--- src/design/chc_pkg.sv ---
// Package: payload types, codes and constants of the climate hysteresis controller.
package chc_pkg;

	localparam int unsigned CfgIdxW = 3;
	localparam int unsigned CfgDataW = 24;

	typedef enum logic [CfgIdxW-1:0] {
		REG_FAN_UP      = 3'd0,
		REG_FAN_DOWN    = 3'd1,
		REG_HUMID_ON    = 3'd2,
		REG_HUMID_OFF   = 3'd3,
		REG_HEAT_ALERT  = 3'd4,
		REG_DRY_ALERT   = 3'd5,
		REG_NIGHT_WIN   = 3'd6,
		REG_NIGHT_CAP   = 3'd7
	} cfg_reg_t;

	typedef enum logic [1:0] {
		THEME_DAY   = 2'd0,
		THEME_COZY  = 2'd1,
		THEME_NIGHT = 2'd2
	} theme_t;

	typedef enum logic [1:0] {
		ALERT_NONE   = 2'd0,
		ALERT_HEAT   = 2'd1,
		ALERT_DRY    = 2'd2,
		ALERT_SENSOR = 2'd3
	} alert_t;

	typedef struct packed {
		logic              sample_valid;
		logic [4:0]        hour_of_day;
		logic signed [7:0] temperature;
		logic [6:0]        humidity;
		logic [7:0]        ambient_light;
	} sample_t;

	typedef struct packed {
		logic [1:0] fan_speed;
		logic       pump_enable;
		logic [6:0] backlight_level;
		theme_t     theme_code;
		alert_t     alert_code;
	} decision_t;

	localparam logic [23:0] FanUpRst    = 24'd2104602;
	localparam logic [23:0] FanDownRst  = 24'd2038809;
	localparam logic [6:0]  HumidOnRst  = 7'd40;
	localparam logic [6:0]  HumidOffRst = 7'd45;
	localparam logic [7:0]  HeatRst     = 8'd35;
	localparam logic [6:0]  DryRst      = 7'd25;
	localparam logic [12:0] NightWinRst = 13'd1558;
	localparam logic [6:0]  NightCapRst = 7'd30;

	localparam logic [7:0] BlFloor    = 8'd10;
	localparam logic [6:0] BlFailDay  = 7'd60;
	localparam logic [7:0] BlMax      = 8'd100;
	localparam logic [7:0] CozyLight  = 8'd30;
	localparam logic [1:0] FanMax     = 2'd3;

endpackage

--- src/design/climate_hysteresis_controller.sv ---
// Top level: climate hysteresis controller with input and result registers.
//
// Usage:
//   in_valid/in_stall/in_data carry sensor snapshot requests; out_valid/out_stall/out_data
//   carry one decision per request, in order. A request is taken on a clock edge with
//   valid high and stall low.
//   cfg_we/cfg_index/cfg_data write a control register; write only while no request
//   is in flight.
// Flow: a taken request waits in the input register until its decision is registered
//   (out_valid high from then on). One request per cycle while out_stall is low; fan and
//   pump state is updated in that same cycle, so the next request sees it at once.
// Stall: when out_stall holds a pending decision, the input register keeps its request
//   and in_stall rises while it is full, so nothing is dropped and the decision holds.
// Reset: arst_n clears both valids, turns fan and pump off and loads the register
//   defaults (thresholds 26/29/32 up, 25/28/31 down, pump 40/45, heat 35, dry 25,
//   night 22 to 6, night cap 30).
module climate_hysteresis_controller (
	input  logic                         clk,
	input  logic                         arst_n,
	input  logic                         in_valid,
	output logic                         in_stall,
	input  chc_pkg::sample_t             in_data,
	output logic                         out_valid,
	input  logic                         out_stall,
	output chc_pkg::decision_t           out_data,
	input  logic                         cfg_we,
	input  logic [chc_pkg::CfgIdxW-1:0]  cfg_index,
	input  logic [chc_pkg::CfgDataW-1:0] cfg_data
);
	import chc_pkg::*;

	logic [23:0] fan_up_q;
	logic [23:0] fan_drop_q;
	logic [6:0]  hum_lo_q;
	logic [6:0]  hum_hi_q;
	logic [7:0]  heat_q;
	logic [6:0]  dry_q;
	logic [12:0] night_win_q;
	logic [6:0]  night_cap_q;

	logic [1:0] fan_lvl_q;
	logic       pump_q;

	logic      valid_s1;
	sample_t   data_s1;
	logic      valid_s2;
	decision_t data_s2;

	logic      adv;
	logic      load_s1;
	logic      night;
	logic [7:0] win_start;
	logic [7:0] hour_ext;
	logic [7:0] win_end;
	logic [1:0] lvl;
	logic       pump_nx;
	logic [7:0] bl_floor;
	logic [7:0] bl_cap;
	logic [7:0] cap_ext;
	decision_t  dec;

	assign adv      = !valid_s2 || !out_stall;
	assign in_stall = valid_s1 && !adv;
	assign load_s1  = in_valid && !in_stall;

	// Configuration registers
	always_ff @(posedge clk or negedge arst_n) begin
		if (!arst_n) begin
			fan_up_q    <= FanUpRst;
			fan_drop_q  <= FanDownRst;
			hum_lo_q    <= HumidOnRst;
			hum_hi_q    <= HumidOffRst;
			heat_q      <= HeatRst;
			dry_q       <= DryRst;
			night_win_q <= NightWinRst;
			night_cap_q <= NightCapRst;
		end else if (cfg_we) begin
			unique case (cfg_reg_t'(cfg_index))
				REG_FAN_UP:     fan_up_q    <= cfg_data;
				REG_FAN_DOWN:   fan_drop_q  <= cfg_data;
				REG_HUMID_ON:   hum_lo_q    <= cfg_data[6:0];
				REG_HUMID_OFF:  hum_hi_q    <= cfg_data[6:0];
				REG_HEAT_ALERT: heat_q      <= cfg_data[7:0];
				REG_DRY_ALERT:  dry_q       <= cfg_data[6:0];
				REG_NIGHT_WIN:  night_win_q <= cfg_data[12:0];
				REG_NIGHT_CAP:  night_cap_q <= cfg_data[6:0];
				default: ;
			endcase
		end
	end

	// Decision logic
	always_comb begin
		win_start = night_win_q[7:0];
		win_end   = {3'b000, night_win_q[12:8]};
		hour_ext  = {3'b000, data_s1.hour_of_day};
		if (win_start <= win_end) begin
			night = (hour_ext >= win_start) && (hour_ext < win_end);
		end else begin
			night = (hour_ext >= win_start) || (hour_ext < win_end);
		end

		lvl = fan_lvl_q;
		for (int k = 0; k < 3; k++) begin
			if (lvl < FanMax && data_s1.temperature >= $signed(fan_up_q[8*lvl +: 8])) begin
				lvl = lvl + 2'd1;
			end
		end
		for (int k = 0; k < 3; k++) begin
			if (lvl > 2'd0 &&
			    data_s1.temperature < $signed(fan_drop_q[8*(lvl-2'd1) +: 8])) begin
				lvl = lvl - 2'd1;
			end
		end

		priority if (data_s1.humidity < hum_lo_q) begin
			pump_nx = 1'b1;
		end else if (data_s1.humidity >= hum_hi_q) begin
			pump_nx = 1'b0;
		end else begin
			pump_nx = pump_q;
		end

		cap_ext  = {1'b0, night_cap_q};
		bl_floor = (data_s1.ambient_light < BlFloor) ? BlFloor : data_s1.ambient_light;
		bl_cap   = (night && bl_floor > cap_ext) ? cap_ext : bl_floor;

		if (!data_s1.sample_valid) begin
			dec.fan_speed       = fan_lvl_q;
			dec.pump_enable     = pump_q;
			dec.alert_code      = ALERT_SENSOR;
			dec.theme_code      = night ? THEME_NIGHT : THEME_DAY;
			if (night) begin
				dec.backlight_level = (cap_ext > BlMax) ? BlMax[6:0] : night_cap_q;
			end else begin
				dec.backlight_level = BlFailDay;
			end
		end else begin
			dec.fan_speed       = lvl;
			dec.pump_enable     = pump_nx;
			dec.backlight_level = (bl_cap > BlMax) ? BlMax[6:0] : bl_cap[6:0];
			priority if (night) begin
				dec.theme_code = THEME_NIGHT;
			end else if (data_s1.ambient_light < CozyLight) begin
				dec.theme_code = THEME_COZY;
			end else begin
				dec.theme_code = THEME_DAY;
			end
			priority if (data_s1.temperature >= $signed(heat_q)) begin
				dec.alert_code = ALERT_HEAT;
			end else if (data_s1.humidity < dry_q) begin
				dec.alert_code = ALERT_DRY;
			end else begin
				dec.alert_code = ALERT_NONE;
			end
		end
	end

	// Pipeline control and state
	always_ff @(posedge clk or negedge arst_n) begin
		if (!arst_n) begin
			valid_s1  <= 1'b0;
			valid_s2  <= 1'b0;
			fan_lvl_q <= 2'd0;
			pump_q    <= 1'b0;
		end else begin
			if (adv) begin
				valid_s2 <= valid_s1;
				if (valid_s1 && data_s1.sample_valid) begin
					fan_lvl_q <= lvl;
					pump_q    <= pump_nx;
				end
			end
			if (load_s1) begin
				valid_s1 <= 1'b1;
			end else if (adv) begin
				valid_s1 <= 1'b0;
			end
		end
	end

	always_ff @(posedge clk) begin
		if (load_s1) begin
			data_s1 <= in_data;
		end
		if (adv && valid_s1) begin
			data_s2 <= dec;
		end
	end

	assign out_valid = valid_s2;
	assign out_data  = data_s2;

`ifndef SYNTHESIS
	a_stall_when_full: assert property (@(posedge clk) disable iff (!arst_n)
		(valid_s1 && valid_s2 && out_stall) |-> in_stall)
		else $error("input taken while both stages are blocked");

	a_state_hold: assert property (@(posedge clk) disable iff (!arst_n)
		!(adv && valid_s1 && data_s1.sample_valid) |=> ($stable(fan_lvl_q) && $stable(pump_q)))
		else $error("fan or pump state moved without a good sample");

	a_fail_holds_fan: assert property (@(posedge clk) disable iff (!arst_n)
		(adv && valid_s1 && !data_s1.sample_valid) |=>
		(out_data.fan_speed == $past(fan_lvl_q) && out_data.alert_code == ALERT_SENSOR))
		else $error("sensor failure decision does not hold the fan");

	a_backlight_range: assert property (@(posedge clk) disable iff (!arst_n)
		out_valid |-> (out_data.backlight_level <= BlMax[6:0]))
		else $error("backlight above full scale");
`endif

endmodule
--- config.mk ---
export PLATFORM = sky130hd
export DESIGN_NAME = climate_hysteresis_controller
export DESIGN_NICKNAME = d
export VERILOG_FILES = /design/src/design/chc_pkg.sv /design/src/design/climate_hysteresis_controller.sv
export SDC_FILE = /design/constraint.sdc
export NUM_CORES = 1
export LEC_CHECK = 0
export BUFFER_PORTS_ARGS = -buffer_cell sky130_fd_sc_hd__buf_2
export CELL_PAD_IN_SITES_DETAIL_PLACEMENT = 0
export CELL_PAD_IN_SITES_GLOBAL_PLACEMENT = 1
export CORE_UTILIZATION = 50
export CTS_BUF_LIST = sky130_fd_sc_hd__clkbuf_8
export DETAILED_ROUTE_END_ITERATION = 10
export PLACE_DENSITY = 0.94
export SLEW_MARGIN = 5
export SYNTH_ARGS = -nofsm -noshare
export SYNTH_HDL_FRONTEND = slang
export SYNTH_SLANG_ARGS = --single-unit
export TNS_END_PERCENT = 50
--- constraint.sdc ---
create_clock -name clk -period 23.6 [get_ports clk]
set_input_delay 3.54 -clock clk [delete_from_list [all_inputs] [get_ports clk]]
set_output_delay 3.54 -clock clk [all_outputs]
set_load 0.02 [all_outputs]
==> reports/metrics.yaml, run 1 <==
sta:
  max_freq_mhz: 55.0
  clock-skew-final_ns: 0.0116
  timing_hold_violations_final: 0
  slew_violations: 0
  slew_headroom_pct: 22.2
  tightest_slew_ns: 1.17
  fin_crit_sh_pct: 77.0
  rsz0062_at_grt: "no"
  setup_viol: 0
  period_minus_slack_ns: 18.17
  setup-tns-final_ns: 0
synth:
  synth-compound-area-share_pct: 13.7
  yosysSeqAreaShare_pct: 41.0
  synth_top_flop_cell: "dfrtp_1"
  synth_area_sq_um: 9490
  synth_mux_area_share_pct: 15.6
  syn-num-nets: 1064
  yosys.area_share.adder_pct: 13.2
  synth_cell_types: 76
  syn_avg_cell_area_sq_um: 10.5
  synth-simple-area-share_pct: 12.6
  synth_xor_area_share_pct: 0.185
  ys_top_cells_by_area: "dfrtp_1 16%, edfxtp_1 14%, ha_1 13%, dfstp_2 11%, mux2_2 10%"
  ys_ff_latch: 145
  syn_inst: 904
  synth_top_family_by_area: "multiplexers"
  synth_top_area_share_pct: 16.3
  synth_edf_count: 43
  async_reset_ff_share_pct: 70.3
  yosysTopAreaCell: "dfrtp_1"
  ys_warn_count: 0
critical_path:
  r2r_setup_slack_ns: 5.43
  worstSetupPathType: "reg2reg"
  crit_family: "compound AO/OA/AOI/OAI gates"
  critPathLaunchType: "flop"
  cp_max_fo: 18
  crit_slowest_cell: "a21oi_1"
  timing.rr.start: "fan_lvl_q[0]$_DFFE_PN0P_"
  arrival_ns: 18.33
  cp_data_required_time_ns: 23.76
  slowest_delay_ns: 0.90
  worstRegToRegCells: 65
  cp-end-kind: "flop"
  cp.buffers_inverters: 2
  worstReg2RegEnd: "out_data[13]$_DFFE_PP_"
  crit_path_frequent_cell: "ha_1"
global_route:
  grt_pass1_wl_um: 38200
  grt_max_degree: 76
  gr-usage-all-layers_pct: 25.6
  grt.overflow.total: 0
  antenna_found_initial: 0
  grt_pass1_vias: 7103
cells_and_area:
  area_growth_pct: 11.0
  nets: 1133
  drive_above_1_share_pct: 26.5
  antenna_cells: 0
  final_core_util_pct: 56.5
die:
  die_h_um: 140
  coreArea_sq_um: 18600
  start_util_pct: 50.9
  die_area_sq_um: 19500
  rows: 50
  boundaryPins: 77
  die_w_um: 140
cts:
  cts_tree: "done"
  cts_buffers: 17
  insertion_delay_ns: 0.46
  clock_sinks: 145
  clk_pin_slew_ns: 0.09
  postCtsSetupRepairBufs: 0
  cts-root-buf: "clkbuf_8"
  holdBufCountCts: 0
  htree_levels: 4
  post_cts_resize_count: 0
  clock_path_buffers: 2
detailed_routing:
  vias: 7233
  drt_iter0_drc: 474
  first_pass_iters: 5
  remaining_drc_errors: 0
  avgRoutedWirePerCell_um: 19.5
  viasPerCell: 5.93
  postRouteAntennaNets: 0
  wirelength_um: 23800
worst_hold_path:
  hold_class: "reg2reg"
  whs_path_depth: 2
  hold_path_end: "heat_q[1]$_DFFE_PN1P_"
  hp-start: "heat_q[1]$_DFFE_PN1P_"
place:
  hpwl_um: 17300
  place_congestion: 0.940
  port_buffers: 76
job:
  drv_cap: 0
outcome:
  status: "finished, final reports clean"
-- synth_stat cells, types with 7 or more instances --
master,n
a21o_1,13
edfxtp_1,43
mux2i_1,49
inv_1,59
ha_1,99
nor3_1,14
nand4_1,7
a21oi_1,56
nor2_1,55
o21bai_1,9
mux2_2,86
nor2b_1,13
nand2b_1,36
and3_1,9
dfrtp_1,62
o21ai_0,52
dfstp_2,40
clkbuf_1,26
nand2_1,41
nand3_1,28
-- registers in the layout (all words and copies together), names as in the netlist, 8 cells and up --
signal,count
fan_up_q,24
night_win_q,13
out_data,14
heat_q,8
fan_drop_q,24
data_s1,29
-- how the worst max path moves through the flow --
stage	startpoint	end	slack [ns]	cells past startpoint
floorplan	fan_lvl_q[1]$_DFFE_PN0P_	out_data[13]$_DFFE_PP_	6.61	76
finish	fan_lvl_q[0]$_DFFE_PN0P_	out_data[13]$_DFFE_PP_	5.43	65
global placement	fan_lvl_q[0]$_DFFE_PN0P_	out_data[13]$_DFFE_PP_	6.09	67
detailed placement	fan_lvl_q[0]$_DFFE_PN0P_	out_data[13]$_DFFE_PP_	5.66	64
global route	fan_lvl_q[0]$_DFFE_PN0P_	out_data[13]$_DFFE_PP_	3.65	66
CTS	fan_lvl_q[0]$_DFFE_PN0P_	out_data[13]$_DFFE_PP_	5.59	64
-- stage by stage --
stage	area, sq um	hold WS, ns	cells	setup WS (ns)
after floorplan	9490	0.464	904	6.61
after global placement	10100	0.488	1188	6.09
after detailed placement	10100	0.491	1188	5.66
after CTS	10500	0.514	1220	5.59
after global routing	10500	0.519	1220	3.65
final	10500	0.510	1220	5.43
-- cells in the final DEF (no fill, tap or decap), types with 5 or more instances in the layout --
cell	instances
buf_2	75
a31oi_1	6
ha_1	99
a211oi_1	6
a21o_1	13
o21bai_1	9
nand4_1	7
mux2i_1	49
o21ai_0	52
nand2b_1	36
and3_1	9
inv_1	59
o22ai_1	5
edfxtp_1	43
nor3_1	13
a21oi_1	56
clkbuf_8	17
dfrtp_1	62
o21a_1	6
nor2_1	55
buf_4	8
nor2b_1	13
nand2_1	41
dfstp_2	40
mux2_2	86
nand3_1	28
-- tightest hold or removal path, delay by kind of cell, from the launching register on --
family,cells,cell delay [ns]
buf+inv,1,0.06
flops,1,0.37
compound gates,1,0.08
-- area by class of cell --
type                       instances  area, sq um
inverter                          60          225
timing repair buffer              83          435
sequential                       145         3890
clock inverter                    15          194
multi-input combinational        666         5260
clock buffer                      17          234
fill                            1576         8110
tap                              234          293
-- cells by family after synthesis --
family	after synthesis
fa+ha+maj	100
compound gates	196
mux	137
simple gates	231
flops	145
xor+xnor	2
buf+inv	93
-- metal layers --
layer / wire, um / track usage, % / vias to the layer above
li1: - / - / 3450
met1: 11100 / 35.3 / 3497
met5: 0 / 0 / -
met4: 592 / 8.39 / 0
met3: 1300 / 4.61 / 43
met2: 10800 / 40.4 / 243
Power of run 1 is left out: the tool's default activity adds up to more than one toggle a clock period on the data nets, which glitch-free logic cannot reach.
==> run 2: changes to the inputs <==
--- a/config.mk
+++ b/config.mk
@@ -8,10 +8,10 @@
 export BUFFER_PORTS_ARGS = -buffer_cell sky130_fd_sc_hd__buf_2
 export CELL_PAD_IN_SITES_DETAIL_PLACEMENT = 0
 export CELL_PAD_IN_SITES_GLOBAL_PLACEMENT = 1
-export CORE_UTILIZATION = 50
+export CORE_UTILIZATION = 45
 export CTS_BUF_LIST = sky130_fd_sc_hd__clkbuf_8
 export DETAILED_ROUTE_END_ITERATION = 10
-export PLACE_DENSITY = 0.94
+export PLACE_DENSITY = 0.9
 export SLEW_MARGIN = 5
 export SYNTH_ARGS = -nofsm -noshare
 export SYNTH_HDL_FRONTEND = slang
==> constraint.sdc (replaced) <==
create_clock -name clk -period 14.9 [get_ports clk]
set_input_delay 2.235 -clock clk [delete_from_list [all_inputs] [get_ports clk]]
set_output_delay 2.235 -clock clk [all_outputs]
set_load 0.02 [all_outputs]
==> run 2 against run 1 <==
Die area is 11% higher. Fmax grew 29%. Clock skew increased by 0.0013 ns. First-iteration DRC count is 4.6% higher. Register-to-register slack worse by 4.6 ns. Wire length up 4.0%. Final area rose by 5.6%. Critical path type unchanged.
==> reports/metrics.yaml, run 2 (synthesis results as in run 1) <==
outcome:
  status: "finished, final reports clean"
sta:
  slew_headroom_pct: 33.8
  fin_crit_sh_pct: 94.6
  setup-tns-final_ns: 0
  clock-skew-final_ns: 0.0128
  tightest_slew_ns: 0.992
  setup_viol: 0
  period_minus_slack_ns: 14.09
  max_freq_mhz: 71.0
  timing_hold_violations_final: 0
  slew_violations: 0
critical_path:
  cp_max_fo: 9
  cp-end-kind: "flop"
  cp_data_required_time_ns: 15.09
  crit_path_frequent_cell: "ha_1"
  arrival_ns: 14.28
  critPathLaunchType: "flop"
  slowest_delay_ns: 0.47
  crit_slowest_cell: "or4_1"
  worstSetupPathType: "reg2reg"
cells_and_area:
  final_core_util_pct: 54.4
  largest_reg_flops: 29
  regMostFlops: "data_s1"
  drive_above_1_share_pct: 31.9
  antenna_cells: 0
  final_common_cell: "ha_1"
  area_growth_pct: 17.2
  stdcell_area_sq_um: 11100
  nets: 1174
  largestRegisters: "data_s1 (29), fan_drop_q (24), fan_up_q (24)"
  stdcell_count: 1297
  layout_common_cells: "96 x ha_1, 86 x mux2_2, 76 x buf_2, 61 x dfrtp_1, 59 x inv_1"
  n_fill_cell: 1830
cts:
  cts-root-buf: "clkbuf_8"
  cts_buffers: 17
  clk_pin_slew_ns: 0.09
  insertion_delay_ns: 0.46
  clock_sinks: 145
  cts_tree: "done"
  htree_levels: 4
  holdBufCountCts: 0
  clock_path_buffers: 2
detailed_routing:
  drt_iter0_drc: 496
  wirelength_um: 24800
  avgRoutedWirePerCell_um: 19.1
  remaining_drc_errors: 0
  vias: 7386
  first_pass_iters: 5
  viasPerCell: 5.69
  postRouteAntennaNets: 0
global_route:
  antenna_found_initial: 1
  grt_pass1_vias: 7182
  gr-usage-all-layers_pct: 23.7
  grt_max_degree: 77
  grt.overflow.total: 0
  grt_pass1_wl_um: 39200
die:
  die_h_um: 147
  die_area_sq_um: 21700
  boundaryPins: 77
  coreArea_sq_um: 20400
  start_util_pct: 46.5
  rows: 52
  die_w_um: 147
place:
  dp.cells: 1248
  hpwl_um: 18300
  port_buffers: 76
  place_congestion: 0.916
  placed_area_sq_um: 10400
worst_hold_path:
  hold_class: "reg2reg"
job:
  drv_cap: 0
run 2: final timing paths:
| kind | from | endpoint | slack, ns | depth (start not counted) |
|---|---|---|---|---|
| hold / removal | heat_q[5]$_DFFE_PN1P_ | heat_q[5]$_DFFE_PN1P_ | 0.51 | 2 |
| max in group asynchronous | arst_n | fan_lvl_q[1]$_DFFE_PN0P_ | 11.85 | 2 |
| hold reg to reg | heat_q[5]$_DFFE_PN1P_ | heat_q[5]$_DFFE_PN1P_ | 0.51 | 2 |
| setup / recovery | fan_lvl_q[1]$_DFFE_PN0P_ | out_data[13]$_DFFE_PP_ | 0.81 | 68 |
| min in group asynchronous | arst_n | night_win_q[11]$_DFFE_PN0P_ | 1.67 | 1 |
| setup reg to reg | fan_lvl_q[1]$_DFFE_PN0P_ | out_data[13]$_DFFE_PP_ | 0.81 | 68 |
run 2: area by class of cell:
class / instances / area [sq um] / share of cell area, %
multi-input combinational: 666 / 5490 / 49.4
inverter: 60 / 226 / 2.04
sequential: 145 / 3890 / 35.0
tap: 270 / 338 / 3.04
timing repair buffer: 124 / 748 / 6.73
clock inverter: 15 / 189 / 1.70
clock buffer: 17 / 234 / 2.10
run 2: through the flow:
step           setup slack (ns)  hold WS [ns]
3_3_place_gp              0.258         0.487
4_1_cts                  0.0346         0.510
2_1_floorplan            0.0772         0.464
5_1_grt                  -0.110         0.528
3_5_place_dp             -0.116         0.491
6_report                  0.807         0.513
run 2: critical path, delay by kind of cell, from the launching register on:
family                   cells  cell delay [ns]
AO/OA/AOI/OAI               24             4.56
XOR/XNOR                     1             0.21
adder cells (fa/ha/maj)      9             2.57
buffers and inverters        7             0.87
flip-flops                   1             0.46
multiplexers                 5             1.09
AND/OR/NAND/NOR             22             4.04
run 2: metal layers:
layer,global-route usage (%),wire (um),vias to the layer above
met5,0,13,-
met4,8.35,646,2
met3,3.91,1380,50
met2,37.7,11700,226
met1,32.6,11100,3573
li1,-,-,3535
run 2: what timing repair did:
item                                    in CTS  in global routing
setup buffers                                0                 16
resized for setup                            1                 33
pin swaps                                    0                  8
gates cloned                                 0                  1
endpoints found under the setup margin       3                  4
Power of run 2 is left out for the same reason.
==> run 3: changes to the inputs <==
--- a/config.mk
+++ b/config.mk
@@ -5,13 +5,15 @@
 export SDC_FILE = /design/constraint.sdc
 export NUM_CORES = 1
 export LEC_CHECK = 0
+export ABC_AREA = 1
 export BUFFER_PORTS_ARGS = -buffer_cell sky130_fd_sc_hd__buf_2
 export CELL_PAD_IN_SITES_DETAIL_PLACEMENT = 0
 export CELL_PAD_IN_SITES_GLOBAL_PLACEMENT = 1
-export CORE_UTILIZATION = 45
+export CORE_UTILIZATION = 43
 export CTS_BUF_LIST = sky130_fd_sc_hd__clkbuf_8
 export DETAILED_ROUTE_END_ITERATION = 10
-export PLACE_DENSITY = 0.9
+export PLACE_DENSITY = 0.91
+export RECOVER_POWER = 100
 export SLEW_MARGIN = 5
 export SYNTH_ARGS = -nofsm -noshare
 export SYNTH_HDL_FRONTEND = slang
==> run 3 against run 2 <==
The flow now finishes with violations (capacitance limit, slew limit). Hold slack worse by 0.021 ns. Fmax is 5.4% higher. Wire length fell by 1.3%. Final area down 8.5%. Setup slack improved by 0.72 ns. Synthesized cell count grew 25%. First-iteration DRC count rose by 11%. Global-route usage fell by 0.67 points. Highest routed layer is now met4. Synthesized area down 2.3%. Critical endpoint is now out_data[12]$_DFFE_PP_. Critical path depth grew 10. Sequential share of layout area up 3.2 points. Flip-flop and latch count unchanged.
==> reports/metrics.yaml, run 3 <==
cells_and_area:
  multiInputGateArea_sq_um: 4530
  largest_reg_flops: 29
  layout_common_cells: "264 x nand2_1, 166 x o21ai_0, 160 x inv_1, 97 x ha_1, 62 x dfrtp_1"
  area_growth_pct: 9.81
  ff_latch_area_sq_um: 3890
  drive_above_1_share_pct: 13.1
  nets: 1358
  regMostFlops: "data_s1"
  n_fill_cell: 2089
  final_common_cell: "nand2_1"
  antenna_cells: 0
  largestRegisters: "data_s1 (29), fan_drop_q (24), fan_up_q (24)"
synth:
  synth_edf_count: 43
  ys_warn_count: 0
  synth_top_cells_by_count: "263 x nand2_1, 166 x o21ai_0, 160 x inv_1, 99 x ha_1, 62 x dfrtp_1"
  synth_top_area_share_pct: 16.7
  syn_inst: 1134
  synth_area_sq_um: 9270
  yosysSeqAreaShare_pct: 42.0
  synthMostInstantiatedCell: "nand2_1"
  synth_top_flop_cell: "dfrtp_1"
  syn-num-nets: 1294
  ys_ff_latch: 145
  yosysTopAreaCell: "dfrtp_1"
  syn_avg_cell_area_sq_um: 8.18
  async_reset_ff_share_pct: 70.3
  synth_cell_types: 44
  ys_top_cells_by_area: "dfrtp_1 17%, edfxtp_1 14%, ha_1 13%, dfstp_2 11%, nand2_1 11%"
critical_path:
  slowest_delay_ns: 0.56
  worstSetupPathType: "reg2reg"
  timing.rr.start: "fan_lvl_q[1]$_DFFE_PN0P_"
  crit_path_frequent_cell: "nand2_1"
  crit_slowest_cell: "ha_2"
  r2r_setup_slack_ns: 1.52
  cp_data_required_time_ns: 15.12
  worstRegToRegCells: 78
  worstReg2RegEnd: "out_data[12]$_DFFE_PP_"
  critPathLaunchType: "flop"
  arrival_ns: 13.60
  cp-end-kind: "flop"
  cp_max_fo: 25
die:
  coreArea_sq_um: 21100
  boundaryPins: 77
  die_area_sq_um: 22200
  die_w_um: 149
  rows: 53
  die_h_um: 149
  start_util_pct: 44.0
detailed_routing:
  first_pass_iters: 5
  postRouteAntennaNets: 0
  drt_iter0_drc: 551
  remaining_drc_errors: 0
  avgRoutedWirePerCell_um: 16.4
  vias: 7838
  viasPerCell: 5.27
  wirelength_um: 24400
sta:
  setup_viol: 0
  period_minus_slack_ns: 13.38
  max_freq_mhz: 74.8
  slew_violations: 223
  fin_crit_sh_pct: 89.8
  tightest_slew_ns: 4.03
  setup-tns-final_ns: 0
  rsz0062_at_grt: "no"
  slew_headroom_pct: -169
  clock-skew-final_ns: 0.0253
  timing_hold_violations_final: 0
worst_hold_path:
  hold_class: "reg2reg"
  whs_path_depth: 2
  hp-start: "fan_drop_q[1]$_DFFE_PN0P_"
  hold_path_end: "fan_drop_q[1]$_DFFE_PN0P_"
cts:
  insertion_delay_ns: 0.48
  cts_tree: "done"
  cts-root-buf: "clkbuf_8"
  clk_pin_slew_ns: 0.09
  clock_sinks: 145
  htree_levels: 4
  holdBufCountCts: 0
  cts_buffers: 17
  clock_path_buffers: 2
outcome:
  violations: "capacitance limit, slew limit"
  status: "finished, violations left"
global_route:
  grt_pass1_wl_um: 38600
  grt_pass1_vias: 7339
  grt.overflow.total: 0
  antenna_found_initial: 0
  grt_max_degree: 79
  gr-usage-all-layers_pct: 23.0
place:
  port_buffers: 76
  place_congestion: 0.939
  hpwl_um: 18200
job:
  drv_cap: 5
[run 3: cell types whose count changed after synthesis, sizes merged, moves of 10 or more]
cell    previous run  this run
a21o              13         2
a32oi              0        13
and3              10         0
inv               59       162
mux2              88         0
mux2i             49         0
nand2             41       277
nand2b            36         0
nand3             28        41
nor2b             13         0
nor3              14        25
o21ai             54       166
[run 3: cell type report]
cell class	count	share of cell area, %
clock buffers	18	2.43
flip-flops and latches	145	38.2
multi-input cells	786	44.5
repair buffers	82	3.75
clock inverters	14	1.39
well taps	275	3.38
inverters	166	6.27
[run 3: metal layers]
layer	global-route usage (%)	share of wire (%)
met1	31.8	47
met2	36.9	45
met3	3.85	5.3
met4	7.09	2.2
met5	0	0
[run 3: critical path: cells and delay by family (launching register included)]
family	cells	cell delay, ns
and+or+nand+nor	42	4.76
buffers and inverters	6	1.05
AOI/OAI and AO/OA	21	3.07
adders and majority gates	9	3.64
DFF	1	0.55
[run 3: cells by family (layout without fill, tap and decap cells)]
family	count (synthesis)	count (layout)	share of synthesized area [%]
buffers and inverters	203	280	9.07
adders and majority gates	99	99	13.4
AOI/OAI and AO/OA	281	281	16.8
DFF	145	145	42.0
and+or+nand+nor	406	406	18.8
[run 3: worst max-delay path by stage]
stage                                   startpoint                     end  slack, ns
after global routing      fan_lvl_q[1]$_DFFE_PN0P_  out_data[13]$_DFFE_PP_       0.10
after floorplan           fan_lvl_q[0]$_DFFE_PN0P_  out_data[12]$_DFFE_PP_       2.85
after CTS                 fan_lvl_q[1]$_DFFE_PN0P_  out_data[12]$_DFFE_PP_       1.54
final                     fan_lvl_q[1]$_DFFE_PN0P_  out_data[12]$_DFFE_PP_       1.52
after detailed placement  fan_lvl_q[1]$_DFFE_PN0P_  out_data[12]$_DFFE_PP_       1.59
after global placement    fan_lvl_q[1]$_DFFE_PN0P_  out_data[13]$_DFFE_PP_       1.87
[run 3: repair_timing]
action,in CTS,in global routing
gates resized for setup,0,2
setup endpoints to repair,0,4
setup buffers,0,0
[run 3: stage by stage]
step,hold WS (ns),cells,setup slack [ns],utilization [%],cell area [sq um]
final,0.492,1486,1.52,48.3,10200
after global routing,0.515,1486,0.104,48.3,10200
after CTS,0.496,1486,1.54,48.5,10200
after detailed placement,0.475,1454,1.59,46.7,9840
after global placement,0.465,1454,1.87,46.7,9840
after floorplan,0.433,1134,2.85,-,9270
Power of run 3 is left out for the same reason.
